$ cat src/hw/rtl/tsim_pkg.sv
// ----------------------------------------------------------------------------
// tsim_pkg
// Shared constants and types of the streaming Tanimoto similarity block.
// ----------------------------------------------------------------------------
`default_nettype none

package tsim_pkg;

  // Field widths
  localparam int VAL_W     = 16;  // signed Q8.8 descriptor value
  localparam int SIM_W     = 17;  // unsigned Q1.16 similarity
  localparam int TOTAL_W   = 13;  // reported both-on count
  localparam int IN_DATA_W = 32;
  localparam int OUT_DATA_W = 32;

  // Defaults
  localparam int MAX_LENGTH_DEF  = 4096;
  localparam int QUEUE_DEPTH_DEF = 4;
  localparam logic signed [VAL_W-1:0] THRESHOLD_RESET = 16'sd128;  // 0.5

  // Queue status between front and back
  typedef struct packed {
    logic full;
    logic empty;
  } q_stat_t;

  // Divider sequencer
  typedef enum logic [1:0] {
    BK_IDLE,
    BK_DIV,
    BK_HOLD
  } back_state_t;

endpackage

`default_nettype wire

$ cat src/hw/rtl/tsim_front.sv
// ----------------------------------------------------------------------------
// tsim_front
// Thresholds each value pair, keeps the three saturating counters and pushes
// the both-on and union counts into the queue on the last item of a vector.
// ----------------------------------------------------------------------------
`default_nettype none

module tsim_front import tsim_pkg::*; #(
  parameter int MAX_LENGTH = MAX_LENGTH_DEF,
  parameter int CNT_W      = 13,
  parameter int UNI_W      = 15
) (
  input  wire logic                  clk,
  input  wire logic                  rst_n,
  input  wire logic                  in_tvalid,
  output logic                       in_tready,
  input  wire logic [IN_DATA_W-1:0]  in_tdata,   // first_value[15:0], second_value[31:16]
  input  wire logic                  in_tlast,
  input  wire logic                  cfg_valid,
  output logic                       cfg_ready,
  input  wire logic [VAL_W-1:0]      cfg_data,
  input  wire q_stat_t               q_stat,
  output logic                       push,
  output logic [CNT_W-1:0]           push_both,
  output logic [UNI_W-1:0]           push_uni
);

  localparam logic [CNT_W-1:0] CNT_MAX = CNT_W'(MAX_LENGTH);

  logic signed [VAL_W-1:0] thr_r;
  logic [CNT_W-1:0] both_r, sec_r, fst_r;
  logic [CNT_W-1:0] both_nxt, sec_nxt, fst_nxt;
  logic             accept;
  logic             a_on, b_on;

  assign cfg_ready = 1'b1;
  assign in_tready = !q_stat.full;
  assign accept    = in_tvalid && in_tready;

  // Threshold register
  always_ff @(posedge clk) begin
    if (!rst_n) begin
      thr_r <= THRESHOLD_RESET;
    end else if (cfg_valid) begin
      thr_r <= $signed(cfg_data);
    end
  end

  // Classify the pair, saturating counts
  always_comb begin
    a_on     = $signed(in_tdata[VAL_W-1:0]) >= thr_r;
    b_on     = $signed(in_tdata[2*VAL_W-1:VAL_W]) >= thr_r;
    both_nxt = both_r;
    sec_nxt  = sec_r;
    fst_nxt  = fst_r;
    if (a_on && b_on) begin
      both_nxt = (both_r < CNT_MAX) ? both_r + 1'b1 : CNT_MAX;
    end else if (b_on) begin
      sec_nxt = (sec_r < CNT_MAX) ? sec_r + 1'b1 : CNT_MAX;
    end else if (a_on) begin
      fst_nxt = (fst_r < CNT_MAX) ? fst_r + 1'b1 : CNT_MAX;
    end
  end

  // Hand the totals to the back on the last item
  assign push      = accept && in_tlast;
  assign push_both = both_nxt;
  assign push_uni  = UNI_W'(both_nxt) + UNI_W'(sec_nxt) + UNI_W'(fst_nxt);

  always_ff @(posedge clk) begin
    if (!rst_n) begin
      both_r <= '0;
      sec_r  <= '0;
      fst_r  <= '0;
    end else if (accept) begin
      if (in_tlast) begin
        both_r <= '0;
        sec_r  <= '0;
        fst_r  <= '0;
      end else begin
        both_r <= both_nxt;
        sec_r  <= sec_nxt;
        fst_r  <= fst_nxt;
      end
    end
  end

endmodule

`default_nettype wire

$ cat src/hw/rtl/tsim_fifo.sv
// ----------------------------------------------------------------------------
// tsim_fifo
// Short queue of finished vector totals between counting and division.
// ----------------------------------------------------------------------------
`default_nettype none

module tsim_fifo import tsim_pkg::*; #(
  parameter int DEPTH = QUEUE_DEPTH_DEF,
  parameter int W     = 28
) (
  input  wire logic         clk,
  input  wire logic         rst_n,
  input  wire logic         wr_en,
  input  wire logic [W-1:0] wr_data,
  input  wire logic         rd_en,
  output logic [W-1:0]      rd_data,
  output q_stat_t           stat
);

  localparam int PTR_W = (DEPTH > 1) ? $clog2(DEPTH) : 1;
  localparam int CNT_W = $clog2(DEPTH + 1);
  localparam logic [PTR_W-1:0] PTR_LAST = PTR_W'(DEPTH - 1);
  localparam logic [CNT_W-1:0] CNT_FULL = CNT_W'(DEPTH);

  logic [W-1:0]     mem_r [DEPTH];
  logic [PTR_W-1:0] wp_r, rp_r;
  logic [CNT_W-1:0] cnt_r;
  logic             do_wr, do_rd;

  assign stat.full  = (cnt_r == CNT_FULL);
  assign stat.empty = (cnt_r == '0);
  assign do_wr      = wr_en && !stat.full;
  assign do_rd      = rd_en && !stat.empty;
  assign rd_data    = mem_r[rp_r];

  // Storage
  always_ff @(posedge clk) begin
    if (do_wr) begin
      mem_r[wp_r] <= wr_data;
    end
  end

  // Pointers and fill level
  always_ff @(posedge clk) begin
    if (!rst_n) begin
      wp_r  <= '0;
      rp_r  <= '0;
      cnt_r <= '0;
    end else begin
      if (do_wr) begin
        wp_r <= (wp_r == PTR_LAST) ? '0 : wp_r + 1'b1;
      end
      if (do_rd) begin
        rp_r <= (rp_r == PTR_LAST) ? '0 : rp_r + 1'b1;
      end
      if (do_wr && !do_rd) begin
        cnt_r <= cnt_r + 1'b1;
      end else if (do_rd && !do_wr) begin
        cnt_r <= cnt_r - 1'b1;
      end
    end
  end

endmodule

`default_nettype wire

$ cat src/hw/rtl/tsim_div.sv
// ----------------------------------------------------------------------------
// tsim_div
// Back end: restoring divider, one quotient bit per cycle, and the result
// register of the output stream.
// ----------------------------------------------------------------------------
`default_nettype none

module tsim_div import tsim_pkg::*; #(
  parameter int CNT_W = 13,
  parameter int UNI_W = 15
) (
  input  wire logic                   clk,
  input  wire logic                   rst_n,
  input  wire q_stat_t                q_stat,
  input  wire logic [CNT_W-1:0]       q_both,
  input  wire logic [UNI_W-1:0]       q_uni,
  output logic                        pop,
  output logic                        out_tvalid,
  input  wire logic                   out_tready,
  output logic [OUT_DATA_W-1:0]       out_tdata,  // similarity[16:0], both_on_total[29:17]
  output logic                        out_tuser   // empty_union
);

  localparam int STEP_W = $clog2(SIM_W);
  localparam logic [STEP_W-1:0] STEP_LAST = STEP_W'(SIM_W - 1);

  back_state_t        state_r, state_nxt;
  logic [UNI_W:0]     rem_r, rem_nxt;
  logic [UNI_W-1:0]   uni_r, uni_nxt;
  logic [SIM_W-1:0]   quo_r, quo_nxt;
  logic [STEP_W-1:0]  step_r, step_nxt;
  logic [TOTAL_W-1:0] both_r, both_nxt;
  logic               flag_r, flag_nxt;
  logic               out_valid_r, out_valid_nxt;
  logic [OUT_DATA_W-1:0] out_data_r, out_data_nxt;
  logic               out_user_r, out_user_nxt;
  logic               ge;
  logic [UNI_W:0]     diff, rsel;

  assign out_tvalid = out_valid_r;
  assign out_tdata  = out_data_r;
  assign out_tuser  = out_user_r;

  // One compare-subtract step
  assign ge   = rem_r >= {1'b0, uni_r};
  assign diff = rem_r - {1'b0, uni_r};
  assign rsel = ge ? diff : rem_r;

  // Sequencer
  always_comb begin
    state_nxt     = state_r;
    rem_nxt       = rem_r;
    uni_nxt       = uni_r;
    quo_nxt       = quo_r;
    step_nxt      = step_r;
    both_nxt      = both_r;
    flag_nxt      = flag_r;
    out_valid_nxt = out_valid_r && !out_tready;
    out_data_nxt  = out_data_r;
    out_user_nxt  = out_user_r;
    pop           = 1'b0;
    unique case (state_r)
      BK_IDLE: begin
        if (!q_stat.empty) begin
          pop      = 1'b1;
          rem_nxt  = (UNI_W+1)'(q_both);
          uni_nxt  = q_uni;
          quo_nxt  = '0;
          step_nxt = '0;
          if (q_uni == '0) begin
            both_nxt  = '0;
            flag_nxt  = 1'b1;
            state_nxt = BK_HOLD;
          end else begin
            both_nxt  = TOTAL_W'(q_both);
            flag_nxt  = 1'b0;
            state_nxt = BK_DIV;
          end
        end
      end
      BK_DIV: begin
        quo_nxt = {quo_r[SIM_W-2:0], ge};
        // remainder stays below the divisor, so the shift cannot overflow
        rem_nxt = {rsel[UNI_W-1:0], 1'b0};
        if (step_r == STEP_LAST) begin
          state_nxt = BK_HOLD;
        end else begin
          step_nxt = step_r + 1'b1;
        end
      end
      BK_HOLD: begin
        if (!out_valid_r || out_tready) begin
          out_valid_nxt = 1'b1;
          out_data_nxt  = OUT_DATA_W'({both_r, quo_r});
          out_user_nxt  = flag_r;
          state_nxt     = BK_IDLE;
        end
      end
      default: begin
        state_nxt = BK_IDLE;
      end
    endcase
  end

  // Control registers
  always_ff @(posedge clk) begin
    if (!rst_n) begin
      state_r     <= BK_IDLE;
      out_valid_r <= 1'b0;
      step_r      <= '0;
    end else begin
      state_r     <= state_nxt;
      out_valid_r <= out_valid_nxt;
      step_r      <= step_nxt;
    end
  end

  // Datapath registers
  always_ff @(posedge clk) begin
    rem_r      <= rem_nxt;
    uni_r      <= uni_nxt;
    quo_r      <= quo_nxt;
    both_r     <= both_nxt;
    flag_r     <= flag_nxt;
    out_data_r <= out_data_nxt;
    out_user_r <= out_user_nxt;
  end

endmodule

`default_nettype wire

$ cat src/hw/rtl/tanimoto_similarity_stream.sv
// ----------------------------------------------------------------------------
// tanimoto_similarity_stream
// Binary Tanimoto similarity of two descriptor vectors streamed pairwise.
// ----------------------------------------------------------------------------
// Usage:
//   in_*  : one value pair per item, in_tlast marks the final pair of a vector.
//           Items are taken one per cycle while the result queue has room.
//   out_* : one item per vector: Q1.16 similarity and both-on count in
//           out_tdata, empty-union flag in out_tuser.
//   cfg_* : threshold write (signed Q8.8), always ready; write only when idle.
// Result path: from the last item of a vector to its result through the
//   queue read, 17 divider steps and the result load.
// Throughput: counting runs at one item per cycle while the queue has room;
//   one vector at a time goes through the divider, so short vectors fill
//   the queue of QUEUE_DEPTH entries and in_tready drops until a slot frees up.
// Reset clears the counters, the queue and the result register and loads
//   the threshold with 0.5. A stalled receiver holds the result; the divider
//   waits with its next result until the output register frees.
// ----------------------------------------------------------------------------
`default_nettype none

module tanimoto_similarity_stream import tsim_pkg::*; #(
  parameter int MAX_LENGTH  = MAX_LENGTH_DEF,
  parameter int QUEUE_DEPTH = QUEUE_DEPTH_DEF
) (
  input  wire logic                  clk,
  input  wire logic                  rst_n,
  input  wire logic                  in_tvalid,
  output logic                       in_tready,
  input  wire logic [IN_DATA_W-1:0]  in_tdata,   // first_value[15:0], second_value[31:16]
  input  wire logic                  in_tlast,
  output logic                       out_tvalid,
  input  wire logic                  out_tready,
  output logic [OUT_DATA_W-1:0]      out_tdata,  // similarity[16:0], both_on_total[29:17]
  output logic                       out_tuser,  // empty_union
  input  wire logic                  cfg_valid,
  output logic                       cfg_ready,
  input  wire logic [VAL_W-1:0]      cfg_data
);

  localparam int CNT_W = $clog2(MAX_LENGTH + 1);
  localparam int UNI_W = CNT_W + 2;
  localparam int Q_W   = CNT_W + UNI_W;

  q_stat_t          q_stat;
  logic             push, pop;
  logic [CNT_W-1:0] push_both;
  logic [UNI_W-1:0] push_uni;
  logic [Q_W-1:0]   q_rd;

  tsim_front #(
    .MAX_LENGTH (MAX_LENGTH),
    .CNT_W      (CNT_W),
    .UNI_W      (UNI_W)
  ) u_front (
    .clk       (clk),
    .rst_n     (rst_n),
    .in_tvalid (in_tvalid),
    .in_tready (in_tready),
    .in_tdata  (in_tdata),
    .in_tlast  (in_tlast),
    .cfg_valid (cfg_valid),
    .cfg_ready (cfg_ready),
    .cfg_data  (cfg_data),
    .q_stat    (q_stat),
    .push      (push),
    .push_both (push_both),
    .push_uni  (push_uni)
  );

  tsim_fifo #(
    .DEPTH (QUEUE_DEPTH),
    .W     (Q_W)
  ) u_fifo (
    .clk     (clk),
    .rst_n   (rst_n),
    .wr_en   (push),
    .wr_data ({push_uni, push_both}),
    .rd_en   (pop),
    .rd_data (q_rd),
    .stat    (q_stat)
  );

  tsim_div #(
    .CNT_W (CNT_W),
    .UNI_W (UNI_W)
  ) u_div (
    .clk        (clk),
    .rst_n      (rst_n),
    .q_stat     (q_stat),
    .q_both     (q_rd[CNT_W-1:0]),
    .q_uni      (q_rd[Q_W-1:CNT_W]),
    .pop        (pop),
    .out_tvalid (out_tvalid),
    .out_tready (out_tready),
    .out_tdata  (out_tdata),
    .out_tuser  (out_tuser)
  );

endmodule

`default_nettype wire

$ cat config.mk
export PLATFORM = sky130hd
export DESIGN_NAME = tanimoto_similarity_stream
export DESIGN_NICKNAME = d
export VERILOG_FILES = /design/src/hw/rtl/tsim_pkg.sv /design/src/hw/rtl/tsim_front.sv /design/src/hw/rtl/tsim_fifo.sv /design/src/hw/rtl/tsim_div.sv /design/src/hw/rtl/tanimoto_similarity_stream.sv
export SDC_FILE = /design/constraint.sdc
export NUM_CORES = 1
export LEC_CHECK = 0
export BUFFER_PORTS_ARGS = -buffer_cell sky130_fd_sc_hd__buf_2
export CORE_MARGIN = 8
export CORE_UTILIZATION = 50
export DETAILED_ROUTE_END_ITERATION = 8
export GPL_TIMING_DRIVEN = 1
export PLACE_DENSITY = 0.79
export SETUP_SLACK_MARGIN = 0.3
export SYNTH_ARGS = -nofsm -noshare
export SYNTH_HDL_FRONTEND = slang
export SYNTH_HIERARCHICAL = 1
export SYNTH_SLANG_ARGS = --single-unit
$ cat constraint.sdc
create_clock -name clk -period 6 [get_ports clk]
set_input_delay 1.2 -clock clk [delete_from_list [all_inputs] [get_ports clk]]
set_output_delay 1.2 -clock clk [all_outputs]
set_load 0.01 [all_outputs]
==> results.txt <==
The flow ran to the end, and the final reports show no timing, DRC or antenna violations. The routed wirelength normalized by instance count is 18.42 um. The cell count of the worst reg-to-reg path is 22.

For this run, design rule violations remaining after detail routing come to 0. The number of buffers between clock root and the deepest sink is 3. Ranked by total cell area, the synthesized netlist is headed by sky130_fd_sc_hd__edfxtp_1 (42%), sky130_fd_sc_hd__dfxtp_1 (9.8%), sky130_fd_sc_hd__ha_1 (6.4%). The worst setup path is of the input pin to flip-flop kind. The synthesized netlist contains 84 unique library cells. The clock arrives with 23.83 ps of skew. The count of filler cells inserted in the layout is 2,318. The register bit total from synthesis is 277.

TritonCTS built the clock tree. The critical-path maximum fanout is 6. The critical path data required time is 6270 ps. The number of enable-type register cells in the synthesized netlist is 205. The global-route wire length before repair is 52,850 um. In this run the mean area of a mapped cell was 11.44 um^2. The non-filler instance count after layout is 1,775. The upper clock frequency limit came out at 186.3 MHz. The number of hold buffers added after CTS came out at 0. The number of top-level pins came out at 90. The area share of the largest cell type after synthesis came out at 42.02%. The total iterations of the first detailed-routing run is 5.

Setup repair after global routing left no endpoint under its margin. The die is 187.2 um tall. In this run the cell area of the synthesized design comes to 14,650 um^2. Across the run, the number of max-cap violations was 0. CTS placed an instance of sky130_fd_sc_hd__clkbuf_16 at the clock tree root. The power density over cell area is 395.1 nW/um^2. The die span in x is 187.2 um.

STA classifies the critical path startpoint as an input pin. The setup fix buffers added after clock tree synthesis came out at 0. The final estimated routing congestion in global placement came out at 0.8946. The utilization after layout came out at 56.83%.

The slew of the pin with the lowest slew margin is 1030 ps. The dominant cell type by area after synthesis is sky130_fd_sc_hd__edfxtp_1. The final HPWL from detailed placement came out at 22,600 um.

The most used flip-flop cell after synthesis is sky130_fd_sc_hd__edfxtp_1. The proportion of synthesized flip-flops having asynchronous set or reset came out at 0%. The tightest min-delay check is of the flip-flop to flip-flop type.

The instance count along the most critical hold path is 0. After layout, the minimum clock period comes to 5367 ps. For this run, the total global-route usage over all layers was measured as 18.19%. In this run, placement finished with an instance count of 1,725.

Summed over all cells, the static leakage comes to 6.307 nW. After detailed routing, the number of vias per cell comes to 5.857. The post-route setup TNS came out at 0 ps. The clock transition at the registers of the reported paths came out at 60 ps. The number of standard-cell rows in the floorplan is 62. The number of antenna violations at the first check in global routing is 0.

The library cell used most frequently in the layout, excluding fill and tap cells, is sky130_fd_sc_hd__edfxtp_1. The hold violation count in the final report came out at 0. The number of global-route vias before repair was 10.34k.

The count of port buffers added during placement is 86. Setup violations remaining at the end of the flow were counted as 0. The first routing iteration left 810 violations. The worst-case IR drop observed on VDD is 0.2417 mV. The net count reported at finish came out at 1,511. The number of clock buffers inserted by TritonCTS is 28.

Detailed routing inserted a total of 10.40k vias. In the final layout, the share of cells above drive strength 1 is 16.10%. The library cells used most frequently in the layout, excluding fill and tap cells, are sky130_fd_sc_hd__edfxtp_1 (205), sky130_fd_sc_hd__nand2_1 (95), sky130_fd_sc_hd__buf_2 (86), sky130_fd_sc_hd__nor2_1 (84), sky130_fd_sc_hd__ha_1 (75). Once the floorplan was initialized, standard cells occupied 50.90% of the core. The clock latency on the worst-skew pair came out at 560 ps. The core outline area came out at 28,780 um^2.

The clock drives 277 sinks. The total chip power came out at 0.006463 W. The detail route stage leaves a number of antenna-violating nets equal to 0. The number of diodes added for antenna fixing came out at 0.

The sequential cell area is 7599 um^2. The count of mapped cells out of synthesis came out at 1,280. The total overflow reported by the global router came out at 0. The total detailed-routing wirelength is 32,690 um. The worst pin sits at a relative slew slack of 31.24%. The share of the yosys chip area belonging to registers came out at 51.86%.

The total die area is 35,030 um^2. The worst setup path is captured at a flip-flop. The arrival time at the worst endpoint is 5640 ps.

The number of warnings reported in the yosys synthesis log is 6. The multi-input logic area is 6449 um^2. The number of pins with negative max-slew slack in the final report came to 0. From synthesis to final layout, the design area changed by 11.66%.

The portion of the clock cycle consumed by the worst path in the final layout is 89.45%. Entering global routing, the biggest net connects 55 pins. CTS built an H-tree with a depth of 1.
critical path, cell delays in order:
cell	delay (ps)
sky130_fd_sc_hd__buf_2	100
sky130_fd_sc_hd__ha_1	310
sky130_fd_sc_hd__a21oi_1	140
sky130_fd_sc_hd__o21ai_0	190
sky130_fd_sc_hd__nand2b_1	140
sky130_fd_sc_hd__a21oi_2	90
sky130_fd_sc_hd__o41ai_4	620
sky130_fd_sc_hd__nor2_1	160
sky130_fd_sc_hd__buf_4	180
sky130_fd_sc_hd__o221ai_2	230
sky130_fd_sc_hd__xor2_1	120
sky130_fd_sc_hd__ha_1	310
sky130_fd_sc_hd__inv_1	60
sky130_fd_sc_hd__fa_1	460
sky130_fd_sc_hd__nor2b_1	130
sky130_fd_sc_hd__o21ai_1	100
sky130_fd_sc_hd__a21boi_1	200
sky130_fd_sc_hd__o21ai_0	130
sky130_fd_sc_hd__a21oi_1	250
sky130_fd_sc_hd__nor2_1	80
sky130_fd_sc_hd__o31ai_1	280
sky130_fd_sc_hd__xnor2_1	160
timing repair:
item | 4_1_cts | 5_1_grt
endpoints found under the setup margin | 0 | 8
gates resized for setup | 0 | 3
endpoints found under the hold margin | 0 | 0
cell usage after synthesis, types with 7 or more instances:
cell                          n
sky130_fd_sc_hd__nand3_1     45
sky130_fd_sc_hd__clkbuf_1    33
sky130_fd_sc_hd__a211oi_1    21
sky130_fd_sc_hd__edfxtp_1   205
sky130_fd_sc_hd__or3_1       12
sky130_fd_sc_hd__mux4_2      20
sky130_fd_sc_hd__a2bb2oi_1    9
sky130_fd_sc_hd__nand2_1     95
sky130_fd_sc_hd__and2_1      45
sky130_fd_sc_hd__mux4_1       8
sky130_fd_sc_hd__nor3_1      20
sky130_fd_sc_hd__a31oi_1     24
sky130_fd_sc_hd__a32oi_1      7
sky130_fd_sc_hd__xnor2_1     13
sky130_fd_sc_hd__o21a_1      11
sky130_fd_sc_hd__nand2b_1    14
sky130_fd_sc_hd__a21o_1      16
sky130_fd_sc_hd__nor2_1      84
sky130_fd_sc_hd__nand4_1     17
sky130_fd_sc_hd__a21boi_0    12
sky130_fd_sc_hd__dfxtp_1     72
sky130_fd_sc_hd__ha_1        75
sky130_fd_sc_hd__mux2i_1     24
sky130_fd_sc_hd__and3_1      12
sky130_fd_sc_hd__fa_1        11
sky130_fd_sc_hd__o21ai_0     50
sky130_fd_sc_hd__inv_1       73
sky130_fd_sc_hd__nor2b_1     24
sky130_fd_sc_hd__a21oi_1     73
sky130_fd_sc_hd__buf_2       13
sky130_fd_sc_hd__xor2_1      16
sky130_fd_sc_hd__o211ai_1    15
area by class of cell:
class                      instances  share of cell area, %
tap                              384                  2.937
clock inverter                    17                 0.8032
inverter                          76                  1.744
multi-input combinational        867                  39.42
clock buffer                      33                  4.398
timing repair buffer             121                  4.238
sequential                       277                  46.45
report_power, final:
group	internal, W	switching (W)	total (W)
clock	0.000868	0.000742	0.00161
combinational	0.000799	0.00132	0.00212
sequential	0.00258	0.000155	0.00273
metal layers:
layer  vias to the layer above  share of wire (%)  GRT usage, %
met5                         -                  0             0
met1                      5061                 41         22.05
met4                         0                2.2         4.307
met2                       328                 50         32.81
met3                        53                6.4         3.523
li1                       4955                  -             -
logic make-up after synthesis:
logic type	after synthesis	share of synthesized area (%)
AND/OR/NAND/NOR	399	13.80
AO/OA/AOI/OAI	296	14.11
flip-flops	277	51.86
buffers and inverters	137	4.202
adder cells (fa/ha/maj)	86	7.909
multiplexers	54	6.329
XOR/XNOR	29	1.734
other	2	0.05127
worst paths after layout:
path,slack (ps),end,start
worst max register to register,990,u_fifo/mem_r[3][26]$_DFFE_PP_,u_front/thr_r[9]$_SDFFE_PN0P_
worst min register to register,420,u_div/out_tdata[24]$_DFFE_PP_,u_div/both_r[7]$_SDFFCE_PP0P_
worst min-delay path,420,u_div/out_tdata[24]$_DFFE_PP_,u_div/both_r[7]$_SDFFCE_PP0P_
worst max-delay path,630,u_fifo/mem_r[3][26]$_DFFE_PP_,in_tdata[21]
state kept, by name (all words and copies together) (netlist names), 2 cells and up, named ones only:
name             flops
u_div/both_r        13
u_div/out_tdata     30
u_div/quo_r         17
u_div/rem_r         16
u_div/state_r        2
u_div/step_r         5
u_div/uni_r         15
u_fifo/cnt_r         3
u_fifo/mem_r       112
u_fifo/rp_r          2
u_fifo/wp_r          2
u_front/both_r      13
u_front/fst_r       13
u_front/sec_r       13
u_front/thr_r       16
through the flow:
step | instance area, um^2 | setup WS (ps) | hold slack [ps]
floorplan | 14650 | 420.7 | 400.3
global placement | 15500 | 138.8 | 404.6
detailed placement | 15500 | 23.40 | 404.5
CTS | 16350 | 565.1 | 420.6
global route | 16360 | 330.2 | 425.2
finish | 16360 | 632.8 | 420.2
Power figures use the tool's default switching activity.
